**config.mk**
```make
export PLATFORM = sky130hd
export DESIGN_NAME = nmea_position_extractor_flat
export DESIGN_NICKNAME = d
export VERILOG_FILES = /design/src/npe_pkg.sv /design/src/npe_if.sv /design/src/npe_coord_acc.sv /design/src/nmea_position_extractor.sv /design/src/flat_wrapper.sv
export SDC_FILE = /design/constraint.sdc
export NUM_CORES = 1
export LEC_CHECK = 0
export BUFFER_PORTS_ARGS = -buffer_cell sky130_fd_sc_hd__buf_2
export CAP_MARGIN = 20
export CORE_MARGIN = 3
export CORE_UTILIZATION = 45
export DETAILED_ROUTE_END_ITERATION = 6
export HOLD_SLACK_MARGIN = 0.05
export MAX_ROUTING_LAYER = met4
export PLACE_DENSITY = 0.66
export SLEW_MARGIN = 20
export SYNTH_ARGS = -nofsm -noshare
export SYNTH_HDL_FRONTEND = slang
export SYNTH_SLANG_ARGS = --single-unit
```
**constraint.sdc**
```tcl
create_clock -name clock -period 7.95 [get_ports clock]
set_input_delay 0 -clock clock [delete_from_list [all_inputs] [get_ports clock]]
set_output_delay 0 -clock clock [all_outputs]
set_load 0.005 [all_outputs]
```
**src/npe_pkg.sv**
```systemverilog
// Shared constants and types for the NMEA position extractor.
package npe_pkg;

   // Register defaults
   localparam logic [5:0] STATUS_OFFSET_RESET  = 6'd18;
   localparam logic [3:0] HEMISPHERE_GAP_RESET = 4'd3;

   // Register indexes, taken from paddr[2]
   localparam logic CSR_IDX_STATUS_OFFSET  = 1'b0;
   localparam logic CSR_IDX_HEMISPHERE_GAP = 1'b1;

   // Fraction digits per coordinate
   localparam int FRACTION_DIGITS_DEFAULT = 4;

   // Characters
   localparam logic [7:0] CHAR_DOLLAR = 8'h24;
   localparam logic [7:0] CHAR_A      = 8'h41;
   localparam logic [7:0] CHAR_ZERO   = 8'h30;
   localparam logic [7:0] CHAR_NINE   = 8'h39;
   localparam logic [7:0] CHAR_DOT    = 8'h2E;
   localparam logic [7:0] CHAR_LF     = 8'h0A;

   // Arithmetic bounds and scale factors
   localparam logic [16:0] INT_CAP       = 17'd131071;
   localparam logic [25:0] LAT_CAP       = 26'd59999999;
   localparam logic [29:0] LON_CAP       = 30'd599999999;
   localparam logic [19:0] DEG_UNITS     = 20'd600000;
   localparam logic [13:0] MIN_UNITS     = 14'd10000;
   // Degree units for a saturated integer part (131071 -> 1310 deg, 71 min)
   localparam logic [29:0] DEG_SAT_UNITS = 30'd786000000;
   localparam logic [3:0]  SAT_TENS      = 4'd7;
   localparam logic [3:0]  SAT_ONES      = 4'd1;

   // Accumulator controls from the parse sequencer
   typedef struct packed {
      logic clear_int;
      logic add_int;
      logic clear_frac;
      logic add_frac;
   } acc_ctrl_type;

endpackage

```
**src/npe_if.sv**
```systemverilog
// Handshake channels of the NMEA position extractor.
interface npe_req_if;
   logic       valid;
   logic       ready;
   logic [7:0] rx_byte;

   modport source (output valid, output rx_byte, input ready);
   modport sink   (input valid, input rx_byte, output ready);
endinterface

interface npe_rsp_if;
   logic        valid;
   logic        ready;
   logic        fix_valid;
   logic [25:0] latitude_units;
   logic [29:0] longitude_units;

   modport source (output valid, output fix_valid, output latitude_units,
                   output longitude_units, input ready);
   modport sink   (input valid, input fix_valid, input latitude_units,
                   input longitude_units, output ready);
endinterface

```
**src/npe_coord_acc.sv**
```systemverilog
// Digit accumulator: integer part split into degrees and minutes, fraction, unit sum.
module npe_coord_acc #(
   parameter int FRACTION_DIGITS = npe_pkg::FRACTION_DIGITS_DEFAULT
) (
   input  logic                 clock,
   input  logic [7:0]           rx_byte,
   input  npe_pkg::acc_ctrl_type ctrl,
   output logic                 frac_done,
   output logic [30:0]          coord_raw
);

   localparam int         FRAC_SCALE = 10 ** (4 - FRACTION_DIGITS);
   localparam logic [2:0] FD_COUNT   = 3'(FRACTION_DIGITS);

   logic [16:0] int_ff,   int_in;
   logic [29:0] deg_ff,   deg_in;
   logic [3:0]  tens_ff,  tens_in;
   logic [3:0]  ones_ff,  ones_in;
   logic [13:0] frac_ff,  frac_in;
   logic [2:0]  fcount_ff, fcount_in;

   logic        is_digit;
   logic [3:0]  digit;
   logic [20:0] int_prod;
   logic        int_sat;
   logic [23:0] tens_units;
   logic [29:0] deg_step;
   logic [17:0] frac_prod;
   logic [13:0] frac_new;
   logic [2:0]  fcount_new;
   logic [6:0]  minutes;
   logic [23:0] min_units;
   logic [24:0] frac_units;

   always_comb begin
      is_digit   = (rx_byte >= npe_pkg::CHAR_ZERO) && (rx_byte <= npe_pkg::CHAR_NINE);
      digit      = is_digit ? 4'(rx_byte - npe_pkg::CHAR_ZERO) : 4'd0;

      // integer part: binary value for saturation, split value for conversion
      int_prod   = 21'({int_ff, 3'b000}) + 21'({int_ff, 1'b0}) + 21'(digit);
      int_sat    = int_prod > 21'(npe_pkg::INT_CAP);
      tens_units = 24'(tens_ff) * 24'(npe_pkg::DEG_UNITS);
      deg_step   = 30'({deg_ff, 3'b000}) + 30'({deg_ff, 1'b0}) + 30'(tens_units);

      // fraction, non-digits count as zero
      frac_prod  = 18'({frac_ff, 3'b000}) + 18'({frac_ff, 1'b0}) + 18'(digit);
      frac_new   = frac_prod[13:0];
      fcount_new = fcount_ff + 3'd1;
      frac_done  = fcount_new >= FD_COUNT;

      minutes    = 7'(tens_ff) * 7'd10 + 7'(ones_ff);
      min_units  = 24'(minutes) * 24'(npe_pkg::MIN_UNITS);
      frac_units = 25'(frac_new) * 25'(FRAC_SCALE);
      coord_raw  = 31'(deg_ff) + 31'(min_units) + 31'(frac_units);

      int_in    = int_ff;
      deg_in    = deg_ff;
      tens_in   = tens_ff;
      ones_in   = ones_ff;
      frac_in   = frac_ff;
      fcount_in = fcount_ff;

      if (ctrl.clear_int) begin
         int_in  = '0;
         deg_in  = '0;
         tens_in = '0;
         ones_in = '0;
      end else if (ctrl.add_int && is_digit) begin
         if (int_sat) begin
            int_in  = npe_pkg::INT_CAP;
            deg_in  = npe_pkg::DEG_SAT_UNITS;
            tens_in = npe_pkg::SAT_TENS;
            ones_in = npe_pkg::SAT_ONES;
         end else begin
            int_in  = int_prod[16:0];
            deg_in  = deg_step;
            tens_in = ones_ff;
            ones_in = digit;
         end
      end

      if (ctrl.clear_frac) begin
         frac_in   = '0;
         fcount_in = '0;
      end else if (ctrl.add_frac) begin
         frac_in   = frac_new;
         fcount_in = fcount_new;
      end
   end

   always_ff @(posedge clock) begin
      int_ff    <= int_in;
      deg_ff    <= deg_in;
      tens_ff   <= tens_in;
      ones_ff   <= ones_in;
      frac_ff   <= frac_in;
      fcount_ff <= fcount_in;
   end

endmodule

```
**src/nmea_position_extractor.sv**
```systemverilog
// Top level of the NMEA position extractor: byte sequencer, registers, result stage.
// Throughput: one byte per cycle while req is ready; each byte updates the parse state at once.
// A result appears on rsp in the cycle after the byte transfer that causes it.
// The result register holds one item; req stays ready while that slot is empty or taken.
// Reset clears the parse state to hunting, empties the result slot and loads
// status_offset = 18 and hemisphere_gap = 3; accumulators clear when a fix starts.
module nmea_position_extractor #(
   parameter int FRACTION_DIGITS = npe_pkg::FRACTION_DIGITS_DEFAULT
) (
   input  logic        clock,
   input  logic        reset,
   npe_req_if.sink     req_chan,
   npe_rsp_if.source   rsp_chan,
   input  logic        csr_psel,
   input  logic        csr_penable,
   input  logic        csr_pwrite,
   input  logic [2:0]  csr_paddr,
   input  logic [31:0] csr_pwdata,
   output logic [31:0] csr_prdata,
   output logic        csr_pready
);

   typedef enum logic [7:0] {
      PH_HUNT     = 8'b0000_0001,
      PH_COUNT    = 8'b0000_0010,
      PH_LAT_INT  = 8'b0000_0100,
      PH_LAT_FRAC = 8'b0000_1000,
      PH_GAP      = 8'b0001_0000,
      PH_LON_INT  = 8'b0010_0000,
      PH_LON_FRAC = 8'b0100_0000,
      PH_WAIT_LF  = 8'b1000_0000
   } phase_type;

   // Configuration registers
   logic [5:0] status_offset_ff;
   logic [3:0] hemisphere_gap_ff;
   logic       csr_write;

   // Parse state
   phase_type   phase_ff, phase_in;
   logic [5:0]  byte_count_ff, byte_count_in;
   logic [25:0] lat_ff, lat_in;
   logic [29:0] lon_ff, lon_in;

   // Result stage
   logic        rsp_valid_ff;
   logic        fix_valid_ff;
   logic [25:0] rsp_lat_ff;
   logic [29:0] rsp_lon_ff;

   logic        accept;
   logic [7:0]  rx;
   logic [5:0]  count_next;
   logic        emit;
   logic        emit_fix;
   logic [25:0] emit_lat;
   logic [29:0] emit_lon;
   logic [25:0] lat_sat;
   logic [29:0] lon_sat;

   npe_pkg::acc_ctrl_type acc_ctrl;
   logic                  frac_done;
   logic [30:0]           coord_raw;

   // ---------------------------------------------------------------- CSR port
   // Write on the access phase; pready is tied high so no access is ever stretched by wait states.
   assign csr_pready = 1'b1;
   assign csr_write  = csr_psel && csr_penable && csr_pwrite;

   always_comb begin
      case (csr_paddr[2])
         npe_pkg::CSR_IDX_STATUS_OFFSET:  csr_prdata = {26'd0, status_offset_ff};
         npe_pkg::CSR_IDX_HEMISPHERE_GAP: csr_prdata = {28'd0, hemisphere_gap_ff};
         default:                         csr_prdata = '0;
      endcase
   end

   always_ff @(posedge clock) begin
      if (reset) begin
         status_offset_ff  <= npe_pkg::STATUS_OFFSET_RESET;
         hemisphere_gap_ff <= npe_pkg::HEMISPHERE_GAP_RESET;
      end else if (csr_write) begin
         if (csr_paddr[2] == npe_pkg::CSR_IDX_STATUS_OFFSET) begin
            status_offset_ff <= csr_pwdata[5:0];
         end else begin
            hemisphere_gap_ff <= csr_pwdata[3:0];
         end
      end
   end

   // ---------------------------------------------------------------- handshake
   // Take a new byte whenever the result slot is free or drains this cycle.
   assign req_chan.ready = !rsp_valid_ff || rsp_chan.ready;
   assign accept         = req_chan.valid && req_chan.ready;
   assign rx             = req_chan.rx_byte;

   // ---------------------------------------------------------------- digits
   npe_coord_acc #(
      .FRACTION_DIGITS (FRACTION_DIGITS)
   ) u_coord_acc (
      .clock     (clock),
      .rx_byte   (rx),
      .ctrl      (acc_ctrl),
      .frac_done (frac_done),
      .coord_raw (coord_raw)
   );

   // Clamp the converted coordinate at its bound.
   assign lat_sat = (coord_raw > 31'(npe_pkg::LAT_CAP)) ? npe_pkg::LAT_CAP : coord_raw[25:0];
   assign lon_sat = (coord_raw > 31'(npe_pkg::LON_CAP)) ? npe_pkg::LON_CAP : coord_raw[29:0];

   // ---------------------------------------------------------------- sequencer
   always_comb begin
      phase_in      = phase_ff;
      byte_count_in = byte_count_ff;
      lat_in        = lat_ff;
      lon_in        = lon_ff;
      acc_ctrl      = '0;
      emit          = 1'b0;
      emit_fix      = 1'b0;
      emit_lat      = '0;
      emit_lon      = '0;
      count_next    = byte_count_ff + 6'd1;

      if (accept) begin
         if ((phase_ff inside {PH_LAT_INT, PH_LAT_FRAC, PH_GAP, PH_LON_INT, PH_LON_FRAC})
             && (rx == npe_pkg::CHAR_LF)) begin
            // sentence ended before both coordinates were complete
            phase_in = PH_HUNT;
            emit     = 1'b1;
         end else begin
            case (phase_ff)
               PH_HUNT: begin
                  if (rx == npe_pkg::CHAR_DOLLAR) begin
                     byte_count_in = '0;
                     phase_in      = PH_COUNT;
                  end
               end
               PH_COUNT: begin
                  // equality compare: an offset already passed waits for wrap
                  byte_count_in = count_next;
                  if (count_next == status_offset_ff) begin
                     if (rx != npe_pkg::CHAR_A) begin
                        phase_in = PH_HUNT;
                        emit     = 1'b1;
                     end else begin
                        acc_ctrl.clear_int  = 1'b1;
                        acc_ctrl.clear_frac = 1'b1;
                        lat_in              = '0;
                        lon_in              = '0;
                        phase_in            = PH_LAT_INT;
                     end
                  end
               end
               PH_LAT_INT: begin
                  if (rx == npe_pkg::CHAR_DOT) begin
                     acc_ctrl.clear_frac = 1'b1;
                     phase_in            = PH_LAT_FRAC;
                  end else begin
                     acc_ctrl.add_int = 1'b1;
                  end
               end
               PH_LON_INT: begin
                  if (rx == npe_pkg::CHAR_DOT) begin
                     acc_ctrl.clear_frac = 1'b1;
                     phase_in            = PH_LON_FRAC;
                  end else begin
                     acc_ctrl.add_int = 1'b1;
                  end
               end
               PH_LAT_FRAC: begin
                  acc_ctrl.add_frac = 1'b1;
                  if (frac_done) begin
                     lat_in             = lat_sat;
                     acc_ctrl.clear_int = 1'b1;
                     byte_count_in      = '0;
                     phase_in           = (hemisphere_gap_ff == 4'd0) ? PH_LON_INT : PH_GAP;
                  end
               end
               PH_GAP: begin
                  byte_count_in = count_next;
                  if (count_next >= 6'(hemisphere_gap_ff)) begin
                     phase_in = PH_LON_INT;
                  end
               end
               PH_LON_FRAC: begin
                  acc_ctrl.add_frac = 1'b1;
                  if (frac_done) begin
                     lon_in   = lon_sat;
                     phase_in = PH_WAIT_LF;
                  end
               end
               PH_WAIT_LF: begin
                  if (rx == npe_pkg::CHAR_LF) begin
                     phase_in = PH_HUNT;
                     emit     = 1'b1;
                     emit_fix = 1'b1;
                     emit_lat = lat_ff;
                     emit_lon = lon_ff;
                  end
               end
               default: begin
                  phase_in = PH_HUNT;
               end
            endcase
         end
      end
   end

   always_ff @(posedge clock) begin
      if (reset) begin
         phase_ff      <= PH_HUNT;
         byte_count_ff <= '0;
         lat_ff        <= '0;
         lon_ff        <= '0;
      end else begin
         phase_ff      <= phase_in;
         byte_count_ff <= byte_count_in;
         lat_ff        <= lat_in;
         lon_ff        <= lon_in;
      end
   end

   // ---------------------------------------------------------------- result stage
   // Load on emit; otherwise drop valid once the sink takes the transfer.
   always_ff @(posedge clock) begin
      if (reset) begin
         rsp_valid_ff <= 1'b0;
      end else if (emit) begin
         rsp_valid_ff <= 1'b1;
      end else if (rsp_chan.ready) begin
         rsp_valid_ff <= 1'b0;
      end
   end

   always_ff @(posedge clock) begin
      if (emit) begin
         fix_valid_ff <= emit_fix;
         rsp_lat_ff   <= emit_lat;
         rsp_lon_ff   <= emit_lon;
      end
   end

   assign rsp_chan.valid           = rsp_valid_ff;
   assign rsp_chan.fix_valid       = fix_valid_ff;
   assign rsp_chan.latitude_units  = rsp_lat_ff;
   assign rsp_chan.longitude_units = rsp_lon_ff;

endmodule
```
**src/flat_wrapper.sv**
```systemverilog
// flat-port wrapper written by rule: the top's interface ports become plain ports
module nmea_position_extractor_flat 
#(
   parameter int FRACTION_DIGITS = npe_pkg::FRACTION_DIGITS_DEFAULT
)
  (clock, reset, csr_psel, csr_penable, csr_pwrite, csr_paddr, csr_pwdata, csr_prdata, csr_pready, req_chan_valid, req_chan_rx_byte, req_chan_ready, rsp_chan_valid, rsp_chan_fix_valid, rsp_chan_latitude_units, rsp_chan_longitude_units, rsp_chan_ready);
  npe_req_if req_chan_i ();
  npe_rsp_if rsp_chan_i ();
  input  logic clock;
  input  logic reset;
  input  logic csr_psel;
  input  logic csr_penable;
  input  logic csr_pwrite;
  input  logic [2:0] csr_paddr;
  input  logic [31:0] csr_pwdata;
  output logic [31:0] csr_prdata;
  output logic csr_pready;
  input wire logic [$bits(req_chan_i.valid)-1:0] req_chan_valid;
  input wire logic [$bits(req_chan_i.rx_byte)-1:0] req_chan_rx_byte;
  output wire logic [$bits(req_chan_i.ready)-1:0] req_chan_ready;
  output wire logic [$bits(rsp_chan_i.valid)-1:0] rsp_chan_valid;
  output wire logic [$bits(rsp_chan_i.fix_valid)-1:0] rsp_chan_fix_valid;
  output wire logic [$bits(rsp_chan_i.latitude_units)-1:0] rsp_chan_latitude_units;
  output wire logic [$bits(rsp_chan_i.longitude_units)-1:0] rsp_chan_longitude_units;
  input wire logic [$bits(rsp_chan_i.ready)-1:0] rsp_chan_ready;
  assign req_chan_i.valid = req_chan_valid;
  assign req_chan_i.rx_byte = req_chan_rx_byte;
  assign req_chan_ready = req_chan_i.ready;
  assign rsp_chan_valid = rsp_chan_i.valid;
  assign rsp_chan_fix_valid = rsp_chan_i.fix_valid;
  assign rsp_chan_latitude_units = rsp_chan_i.latitude_units;
  assign rsp_chan_longitude_units = rsp_chan_i.longitude_units;
  assign rsp_chan_i.ready = rsp_chan_ready;
  nmea_position_extractor #(.FRACTION_DIGITS(FRACTION_DIGITS)) u_core (.clock(clock), .reset(reset), .req_chan(req_chan_i), .rsp_chan(rsp_chan_i), .csr_psel(csr_psel), .csr_penable(csr_penable), .csr_pwrite(csr_pwrite), .csr_paddr(csr_paddr), .csr_pwdata(csr_pwdata), .csr_prdata(csr_prdata), .csr_pready(csr_pready));
endmodule
```
### After elaboration in Yosys (flattened, before gate mapping)

Cells that the tools add are included.

| cells by class | value |
|---|---|
| reductions and logical operators | 25 |
| multipliers | 3 |
| $add $sub $neg | 12 |
| bitwise logic cells | 5 |
| multiplexer cells | 50 |
| $lt $le $gt $ge | 7 |
| equality and inequality tests | 26 |

Operators with widths:

| operator | count |
|---|---|
| $mux W30 | 5 |
| $mux W26 | 4 |
| $mux W8 | 9 |
| $pmux W32 S2 | 1 |
| $pmux W8 S8 | 1 |
| $pmux W30 S2 | 1 |
| $pmux W26 S2 | 1 |
| $add A30 B21 Y31 | 1 |
| $add A31 B14 Y31 | 1 |
| $gt A31 B26 Y1 const B | 1 |
| $gt A31 B30 Y1 const B | 1 |
| $add A30 B24 Y30 | 1 |
| $add A30 B30 Y30 | 1 |
| $eq A8 B6 Y1 const B | 3 |
| $add A20 B18 Y21 | 1 |
| $add A21 B4 Y21 | 1 |
| $gt A21 B17 Y1 const B | 1 |
| $mux W4 | 5 |
| $mul A4 B14 Y18 const B | 1 |
| $mux W6 | 3 |
| $pmux W6 S3 | 1 |
| $mul A7 B10 Y17 const B | 1 |
| $mux W17 | 1 |
| $eq A8 B4 Y1 const B | 2 |
| other kinds (42) | 80 |

| word-level totals | value |
|---|---|
| logic and storage cells | 144 |
| register bits after elaboration | 209 |
| bits of input ports | 50 |
| output and inout bits | 92 |

### Depth between registers and ports, before layout

Gate-level depths: netlist of the first run.

| depth | value |
|---|---|
| depth in word-level cells | 9 |
| depth in mapped cells | 37 |
| depth with buffers taken out | 34 |

### Cells and area by module

Synthesis of the first run repeated with hierarchy kept, for this count alone.

| unflattened totals | value |
|---|---|
| cell total of the unflattened synthesis | 1594 |
| area, all modules | 15085.7 um^2 |

Modules (own cells, without submodules):

| module | seq. area each (um^2) | cells each | times used | area each (um^2) |
|---|---|---|---|---|
| npe_coord_acc | 1281.2 | 999 | 1 | 8704.6 |
| nmea_position_extractor | 3333.2 | 595 | 1 | 6381.1 |

### Worst setup path after synthesis of the first run

No wires, ideal clock.

| path | value |
|---|---|
| kind | register -> register |
| start point | reg u_core.u_coord_acc.tens_ff[3] |
| end point | reg u_core.lon_ff[28] |
| stages on the path, launching flop included | 35 |
| arrival time | 7.973 ns |
| buffers on the path | 2 |
| setup time | 0.117 ns |
| setup slack | -0.140 ns |
| data required time | 7.833 ns |
| clock period less this slack | 8.090 ns |
| path through | dfxtp_1 -> ha_1 -> ha_1 -> fa_1 -> xnor2_1 -> ha_1 -> ha_1 -> inv_1 -> fa_1 -> inv_1 -> fa_1 -> ha_1 -> inv_1 -> a21oi_1 -> o21ai_0 -> a21boi_0 -> o21a_1 -> o21ai_0 -> nand2b_1 -> a21oi_1 -> xnor2_1 -> ha_1 -> ha_1 -> clkbuf_1 -> nand4_1 -> or2_2 -> or4_4 -> and4_1 -> a21o_1 -> o2111ai_1 -> nor4_1 -> nor4_4 -> nor3_2 -> buf_2 -> a22o_1 |

| on the way | value |
|---|---|
| longest elaborated chain between the ends | 9 |

Ends and longest elaborated chain:

| element | RTL line | text |
|---|---|---|
| start, declared | npe_coord_acc.sv:17 | `logic [3:0] tens_ff, tens_in;` |
| start signal, assigned | npe_coord_acc.sv:94 | `tens_ff <= tens_in;` |
| $mul A4 B3 Y6 (*) | npe_coord_acc.sv:51 | `minutes = 7'(tens_ff) * 7'd10 + 7'(ones_ff);` |
| $add A7 B4 Y7 (*) | npe_coord_acc.sv:51 |  |
| $mul A7 B10 Y17 (*) | npe_coord_acc.sv:52 | `min_units = 24'(minutes) * 24'(npe_pkg::MIN_UNITS);` |
| $add A30 B21 Y31 (*) | npe_coord_acc.sv:54 | `coord_raw = 31'(deg_ff) + 31'(min_units) + 31'(frac_units);` |
| $add A31 B14 Y31 (*) | npe_coord_acc.sv:54 |  |
| $gt A31 B30 Y1 | nmea_position_extractor.sv:110 | `assign lon_sat = (coord_raw > 31'(npe_pkg::LON_CAP)) ? npe_pkg::LON_CAP : coord_raw[29:0];` |
| $mux W30 (*) | nmea_position_extractor.sv:110 |  |
| $mux W30 (*) | nmea_position_extractor.sv:188 | `if (frac_done) begin` |
| $pmux W30 S2 (*) | nmea_position_extractor.sv:132 | `case (phase_ff)` |
| end signal, assigned | nmea_position_extractor.sv:220 | `lon_ff <= lon_in;` |
| end, declared | nmea_position_extractor.sv:43 | `logic [29:0] lon_ff, lon_in;` |

Mark *: on every way between the ends. The rest lies on a longest branch, timed or not. The select of a mux whose other input is x is not followed.
A chain may end at the register's enable or synchronous reset.

### Worst setup path in the final report of the first run

| path | value |
|---|---|
| start point | reg u_core.u_coord_acc.tens_ff[1] |
| end point | reg u_core.lon_ff[13] |

The elaborated chain is that of the path after synthesis.

==> results of run 1 <==
[placed cells by master (no fill, tap or decap), types with 7 or more instances in the layout]
master / n
nand3_1: 33
fa_1: 43
a221oi_1: 11
nand4_1: 8
or2_2: 13
nand2_1: 120
buf_2: 86
o21ai_0: 80
and2_1: 66
dlygate4sd3_1: 22
nor2b_1: 21
a21o_1: 19
ha_1: 160
and3_1: 9
a22o_1: 22
mux2i_1: 15
o21a_1: 13
a21oi_2: 8
conb_1: 27
a22oi_1: 12
o221a_2: 8
a31oi_1: 7
o21ai_1: 24
dfxtp_1: 141
nor2_1: 104
a211oi_1: 9
nand2b_1: 26
inv_1: 139
edfxtp_1: 57
buf_4: 42
nand3b_1: 9
clkbuf_16: 23
xnor2_1: 53
or3_1: 8
a21oi_1: 91
ha_4: 12
nor3_1: 31
xor2_1: 40
[cell type report]
cell class | instances | area [um2]
repair buffers | 154 | 1037
clock buffers | 27 | 589.3
inverters | 141 | 529.3
flip-flops and latches | 202 | 4619
multi-input cells | 1237 | 9668
clock inverters | 12 | 102.6
well taps | 435 | 544.3
fillers | 2905 | 14870
[routing by layer]
| metal | part of all wire | wire (um) |
|---|---|---|
| met5 | 0 | 0 |
| met4 | 0.021 | 737 |
| met3 | 0.046 | 1612 |
| met2 | 0.46 | 16120 |
| met1 | 0.47 | 16310 |
[worst paths after layout]
kind | startpoint | slack [ns] | to | cells past startpoint
min | csr_psel | 0.1 | u_core.status_offset_ff[1]$_SDFFE_PP1P_ | 5
min reg2reg | u_core.lat_ff[15]$_SDFFE_PP0P_ | 0.44 | u_core.lat_ff[15]$_SDFFE_PP0P_ | 2
max | u_core.u_coord_acc.tens_ff[1]$_SDFFE_PP0P_ | 0.21 | u_core.lon_ff[13]$_SDFFE_PP0P_ | 36
max reg2reg | u_core.u_coord_acc.tens_ff[1]$_SDFFE_PP0P_ | 0.21 | u_core.lon_ff[13]$_SDFFE_PP0P_ | 36
[synth_stat cells, types with 8 or more instances]
master,n,area share
a22o_1,22,0.013
nand3b_1,9,0.0046
dfxtp_1,145,0.20
and3_1,9,0.0038
nand3_1,34,0.012
and2_1,66,0.028
clkbuf_1,43,0.011
or2_2,14,0.0059
ha_1,174,0.15
o21ai_0,90,0.030
nor2b_1,21,0.0089
a221oi_1,11,0.0065
buf_2,10,0.0034
xor2_1,40,0.024
o21a_1,13,0.0066
o221a_2,8,0.0061
a21o_1,19,0.0097
nand2_1,120,0.030
xnor2_1,58,0.034
fa_1,44,0.060
nand4_1,8,0.0034
nor2_1,106,0.027
a31oi_1,8,0.0034
buf_4,29,0.015
a211oi_1,10,0.0051
or3_1,9,0.0038
a21oi_1,99,0.034
inv_1,141,0.036
mux2i_1,15,0.010
nand2b_1,26,0.011
o21ai_1,18,0.0061
edfxtp_1,57,0.12
a22oi_1,13,0.0066
nor4_1,8,0.0034
nor3_1,33,0.011
[per-stage QoR]
step           utilization  setup TNS (ns)  power [mW]  cell area [um2]
2_1_floorplan            -               0       1.273            14880
3_3_place_gp        0.4914               0       1.325            15710
3_5_place_dp        0.4914        -0.04150       1.330            15710
4_1_cts             0.5205               0       2.322            16640
5_1_grt             0.5347          -1.426       2.409            17090
6_report            0.5347               0       2.318            17090
[flip-flops by register name (all words and copies together), names as in the netlist]
register,count
u_core.u_coord_acc.frac_ff,13
u_core.u_coord_acc.deg_ff,24
u_core.byte_count_ff,6
u_core.rsp_chan.fix_valid,1
u_core.rsp_chan.latitude_units,26
u_core.u_coord_acc.int_ff,17
u_core.u_coord_acc.ones_ff,3
u_core.phase_ff,8
u_core.lon_ff,30
u_core.lat_ff,26
u_core.status_offset_ff,6
u_core.u_coord_acc.fcount_ff,3
u_core.hemisphere_gap_ff,4
u_core.rsp_chan.valid,1
u_core.rsp_chan.longitude_units,30
u_core.u_coord_acc.tens_ff,4
[power breakdown]
part / switching [mW] / total [mW] / internal (mW) / leakage [nW]
clock network: 0.425 / 0.987 / 0.562 / 0.329
registers: 0.00610 / 1.06 / 1.06 / 1.84
logic: 0.157 / 0.267 / 0.110 / 5.70
[cell families (layout without fill, tap and decap cells)]
logic type | count (synthesis) | count (layout) | synth area share
simple gates | 497 | 497 | 0.1741
compound gates | 379 | 379 | 0.1707
buf+inv | 224 | 334 | 0.06510
fa+ha+maj | 218 | 218 | 0.2069
flops | 202 | 202 | 0.3122
xor+xnor | 98 | 98 | 0.05808
mux | 18 | 18 | 0.01244
other cells | 2 | 27 | 0.0005081
[timing repair]
action | CTS | global route
hold endpoints to repair | 30 | 0
pin swaps | 0 | 28
cloned | 0 | 3
buffers inserted | 0 | 10
setup endpoints to repair | 17 | 52
gates resized for setup | 4 | 65
hold buffers | 22 | 0
[tightest hold or removal path: cells and delay by family]
| family | cells | cell delay (ns) |
|---|---|---|
| compound gates | 1 | 0.10 |
| simple gates | 3 | 0.37 |
| buf+inv | 1 | 0.11 |
==> impl_metrics.tcl, run 1 <==
set metrics [dict create \
    synth.cell_area_mm2 0.01478 \
    drive_above_1_share 0.1478 \
    dieHeight_um 187.2 \
    crit_type "flop to flop" \
    place_congestion 0.8883 \
    outcome "finished, final reports clean" \
    vdd.ir_drop.worst_mv 0.1354 \
    clk_pin_slew_ns 0.06 \
    ios 142 \
    track_usage 0.1963 \
    dr.pass1.iters 5 \
    post_drt_wl_per_cell_um 15.75 \
    dpl.hpwl_um 26040 \
    grt_use_met3 0.02418 \
    cap_violations 0 \
    die_area_mm2 0.03505 \
    finalHoldViolations 0 \
    start_util 0.4624 \
    slew_viol_final 0 \
    grt_pass1_wl_um 56950 \
    worst_pin_slew_ns 1.030 \
    p_per_area_mw_per_mm2 135.7 \
    final_nets 2026 \
    n_antenna_cell 0 \
    setup_viol 0 \
    slowest_delay_ns 0.57 \
    clk_latency_ns 0.52 \
    slowest_stage "fa_1" \
    ys_types 84 \
    synth-edff-count 57 \
    grtUsageMet1 0.2683 \
    overflow 0 \
    max_slew_margin 0.3131 \
    die_w_um 187.2 \
    cpLargestDelayFamily "adder cells" \
    vias_per_cell 5.399 \
    grt_start_max_net_pins 58 \
    met2_usage 0.3148 \
    grt_pass1_vias 11510 \
    final.min_clock_period_ns 7.740 \
    maxClockFrequency_ghz 0.1292 \
    cp.arrival_ns 8.20 \
    dpl_worst_slack_ns -0.01442 \
    drc 0 \
    cts_made_buffers 22 \
    end_kind "flop" \
    ys_seq_area_frac 0.3122 \
    startpoint_type "flop" \
    clk_path_buf_depth 3 \
    drt_iter0_drc 623 \
    critPathBufInv 4 \
    synth_cells 1638 \
    clock_sinks 202 \
    ctsRootBufferMaster "clkbuf_16" \
    cts.htree.levels 1 \
    layout_setup_ws_ns 0.2105 \
    dp_cells 2135 \
    period_share 0.9735 \
    finalClockSkew_ns 0.01076 \
    worstPathRequired_ns 8.41 \
    instances_no_fill 2208 \
    worstHoldPathType "primary input to flop" \
    leakage_nw 7.868 \
    ys.flop_type "dfxtp_1" \
    io_buffers 86 \
    vias 11920 \
    synthArstFlopShare 0 \
    avgSynthCellArea_um2 9.023 \
    busiest_layer "met2" \
    num_rows 65 \
    ys_warn_count 0 \
    ant_nets 0 \
    core-area_mm2 0.03196 \
    cp_max_fo 5 \
    timing.hold.ws_ns 0.09655 \
    area_growth_syn_to_layout_pct 15.64 \
    grt_antenna_before_repair 0 \
    cts_tree "built" \
    synth_seq_cells 202 \
    finalWirelength_um 34770 \
]
Power figures use the tool's default switching activity.
==> run 2, diff against run 1 <==
--- a/config.mk
+++ b/config.mk
@@ -5,6 +5,7 @@
 export SDC_FILE = /design/constraint.sdc
 export NUM_CORES = 1
 export LEC_CHECK = 0
+export ABC_AREA = 1
 export BUFFER_PORTS_ARGS = -buffer_cell sky130_fd_sc_hd__buf_2
 export CAP_MARGIN = 20
 export CORE_MARGIN = 3
@@ -12,7 +13,7 @@
 export DETAILED_ROUTE_END_ITERATION = 6
 export HOLD_SLACK_MARGIN = 0.05
 export MAX_ROUTING_LAYER = met4
-export PLACE_DENSITY = 0.66
+export PLACE_DENSITY = 0.65
 export SLEW_MARGIN = 20
 export SYNTH_ARGS = -nofsm -noshare
 export SYNTH_HDL_FRONTEND = slang
==> run 2 against run 1 <==
- register-to-register slack improved by 0.39 ns
- non-clock buffer count decreased by 25
- utilization shrank 1.9 points
- count of clock-buffer cells in the layout decreased by 1
- flip-flop and latch count is the same
- worst hold slack better by 0.013 ns
- area after synthesis up 9.1%
- clock skew about the same
- critical path depth rose by 1
- maximum frequency grew 5.3%
- design area up 5.2%
- highest routed layer unchanged
==> impl_metrics.tcl, run 2 <==
set metrics [dict create \
    outcome "finished, final reports clean" \
    multi_input_area_mm2 0.009644 \
    setup_viol 0 \
    avgSynthCellArea_um2 7.222 \
    cts_tree "built" \
    clk_path_buf_depth 3 \
    period_share 0.9245 \
    ys_seq_area_frac 0.2862 \
    io_buffers 86 \
    die_area_mm2 0.03813 \
    worstHoldPathType "primary input to flop" \
    cts.htree.levels 1 \
    synthArstFlopShare 0 \
    finalHoldViolations 0 \
    ys.flop_type "dfxtp_1" \
    critPathBufInv 5 \
    drive_above_1_share 0.09010 \
    cap_violations 0 \
    slowest_delay_ns 0.52 \
    cts_made_buffers 24 \
    dr_wl_met2_um 17290 \
    max_slew_margin 0.3318 \
    worstPathRequired_ns 8.31 \
    drc 0 \
    place_congestion 0.9153 \
    grt_antenna_before_repair 0 \
    synth_common_cells "495 x nand2_1, 391 x inv_1, 212 x nor2_1" \
    track_usage 0.1974 \
    cp_max_fo 17 \
    mostFrequentLayoutCells "494 x nand2_1, 390 x inv_1, 212 x nor2_1" \
    dr.pass1.iters 7 \
    ant_nets 0 \
    start_util 0.4621 \
    yosys.area.top_type_share 0.1801 \
    dieHeight_um 195.3 \
    vias_per_cell 5.045 \
    die_w_um 195.3 \
    worst_pin_slew_ns 0.9987 \
    dpl_worst_slack_ns 0.3280 \
    finalWirelength_um 37450 \
    drt-met1-wl_um 17910 \
    ios 142 \
    top_layer_used "met4" \
    rsz0062_at_grt "no" \
    yosysMostFrequentCell "nand2_1" \
    slew_viol_final 0 \
    startpoint_type "flop" \
    cp.arrival_ns 7.71 \
    final.min_clock_period_ns 7.350 \
    grt_pass1_vias 13370 \
    layout_commonest_cell "nand2_1" \
    synth.area.top_cells "dfxtp_1 18%, ha_1 14%, nand2_1 12%" \
    synth_top_cell_by_area "dfxtp_1" \
    n_antenna_cell 0 \
    ctsRootBufferMaster "clkbuf_16" \
    crit_type "flop to flop" \
    core-area_mm2 0.03488 \
    wl_met3_um 1680 \
    final.fill_count 3378 \
    clock_sinks 202 \
    grt_start_max_net_pins 69 \
    slowest_stage "fa_1" \
    finalClockSkew_ns 0.01058 \
    ys_warn_count 0 \
    fin_setup_tns_ns 0 \
    vias 14170 \
    cpLargestDelayFamily "adder cells" \
    synth.cell_area_mm2 0.01612 \
    synth_cells 2232 \
    drt_iter0_drc 803 \
    synth-edff-count 57 \
    grt_pass1_wl_um 63290 \
    end_kind "flop" \
    final_nets 2603 \
    area_growth_syn_to_layout_pct 11.56 \
    clk_latency_ns 0.52 \
    ys_types 56 \
    post_drt_wl_per_cell_um 13.34 \
    dpl.hpwl_um 28780 \
    overflow 0 \
    synth_seq_cells 202 \
    num_rows 68 \
    final-seq-area_mm2 0.004618 \
    maxClockFrequency_ghz 0.1361 \
    layout_setup_ws_ns 0.6001 \
    post_cts_buffers 0 \
    clk_pin_slew_ns 0.06 \
]
==> run 2: cell types whose count changed in the layout (fill, tap and decap cells not counted), sizes merged, moves of 63 or more <==
cell	change
a21oi	+100
and2	-67
inv	+264
nand2	+393
nand3	+63
nor2	+118
==> run 2: worst reg2reg max path: cells and delay by family (launching register included) <==
family	cells	cell delay, ns
adders and majority gates	10	3.28
and+or+nand+nor	16	2.08
xor gates and xnor gates	3	0.63
buffers and inverters	5	0.48
DFF	1	0.40
AOI/OAI and AO/OA	3	0.33
==> run 2: layout make-up <==
cell class / count / area share
Clock buffer: 26 / 0.03437
Tap cell: 455 / 0.03166
Clock inverter: 18 / 0.009740
Inverter: 403 / 0.08426
Timing Repair Buffer: 129 / 0.04689
Multi-Input combinational cell: 1575 / 0.5363
Sequential cell: 202 / 0.2568
==> run 2: through the flow <==
step	hold slack, ns	cells	util	area, um2
after floorplan	0.1016	2257	-	16210
after global placement	0.2144	2738	0.4849	16920
after detailed placement	0.2222	2738	0.4849	16920
after CTS	0.1095	2808	0.5151	17970
after global routing	0.1468	2808	0.5155	17980
final	0.1098	2808	0.5155	17980
==> run 2: cells by family (layout without fill, tap and decap cells) <==
logic type,after synthesis,in the layout,share of synthesized area
AOI/OAI and AO/OA,340,340,0.1144
xor gates and xnor gates,78,78,0.04284
and+or+nand+nor,912,912,0.2437
other,2,27,0.0004659
buffers and inverters,480,576,0.1226
adders and majority gates,218,218,0.1897
DFF,202,202,0.2862
==> run 2: what timing repair did <==
item                       CTS  global route
hold buffers                26             0
setup endpoints to repair    0            55
hold endpoints to repair    17             0
gates resized for setup      0             5
==> run 2: final timing paths <==
check / slack [ns] / from / cells past startpoint / endpoint
setup / recovery: 0.60 / u_core.u_coord_acc.tens_ff[1]$_SDFFE_PP0P_ / 37 / u_core.lon_ff[14]$_SDFFE_PP0P_
hold reg to reg: 0.46 / u_core.lon_ff[26]$_SDFFE_PP0P_ / 2 / u_core.lon_ff[26]$_SDFFE_PP0P_
hold / removal: 0.11 / reset / 3 / u_core.byte_count_ff[2]$_SDFFE_PP0P_
setup reg to reg: 0.60 / u_core.u_coord_acc.tens_ff[1]$_SDFFE_PP0P_ / 37 / u_core.lon_ff[14]$_SDFFE_PP0P_
==> run 2: layer usage <==
layer  track usage  vias up
li1              -     7289
met1        0.2715     6522
met2        0.3205      309
met3       0.01881       45
met4       0.03935        0
met5             -        -
Power of run 2 is not shown: default switching activity piles up to over one toggle a cycle in this logic, so the estimate is an artifact.
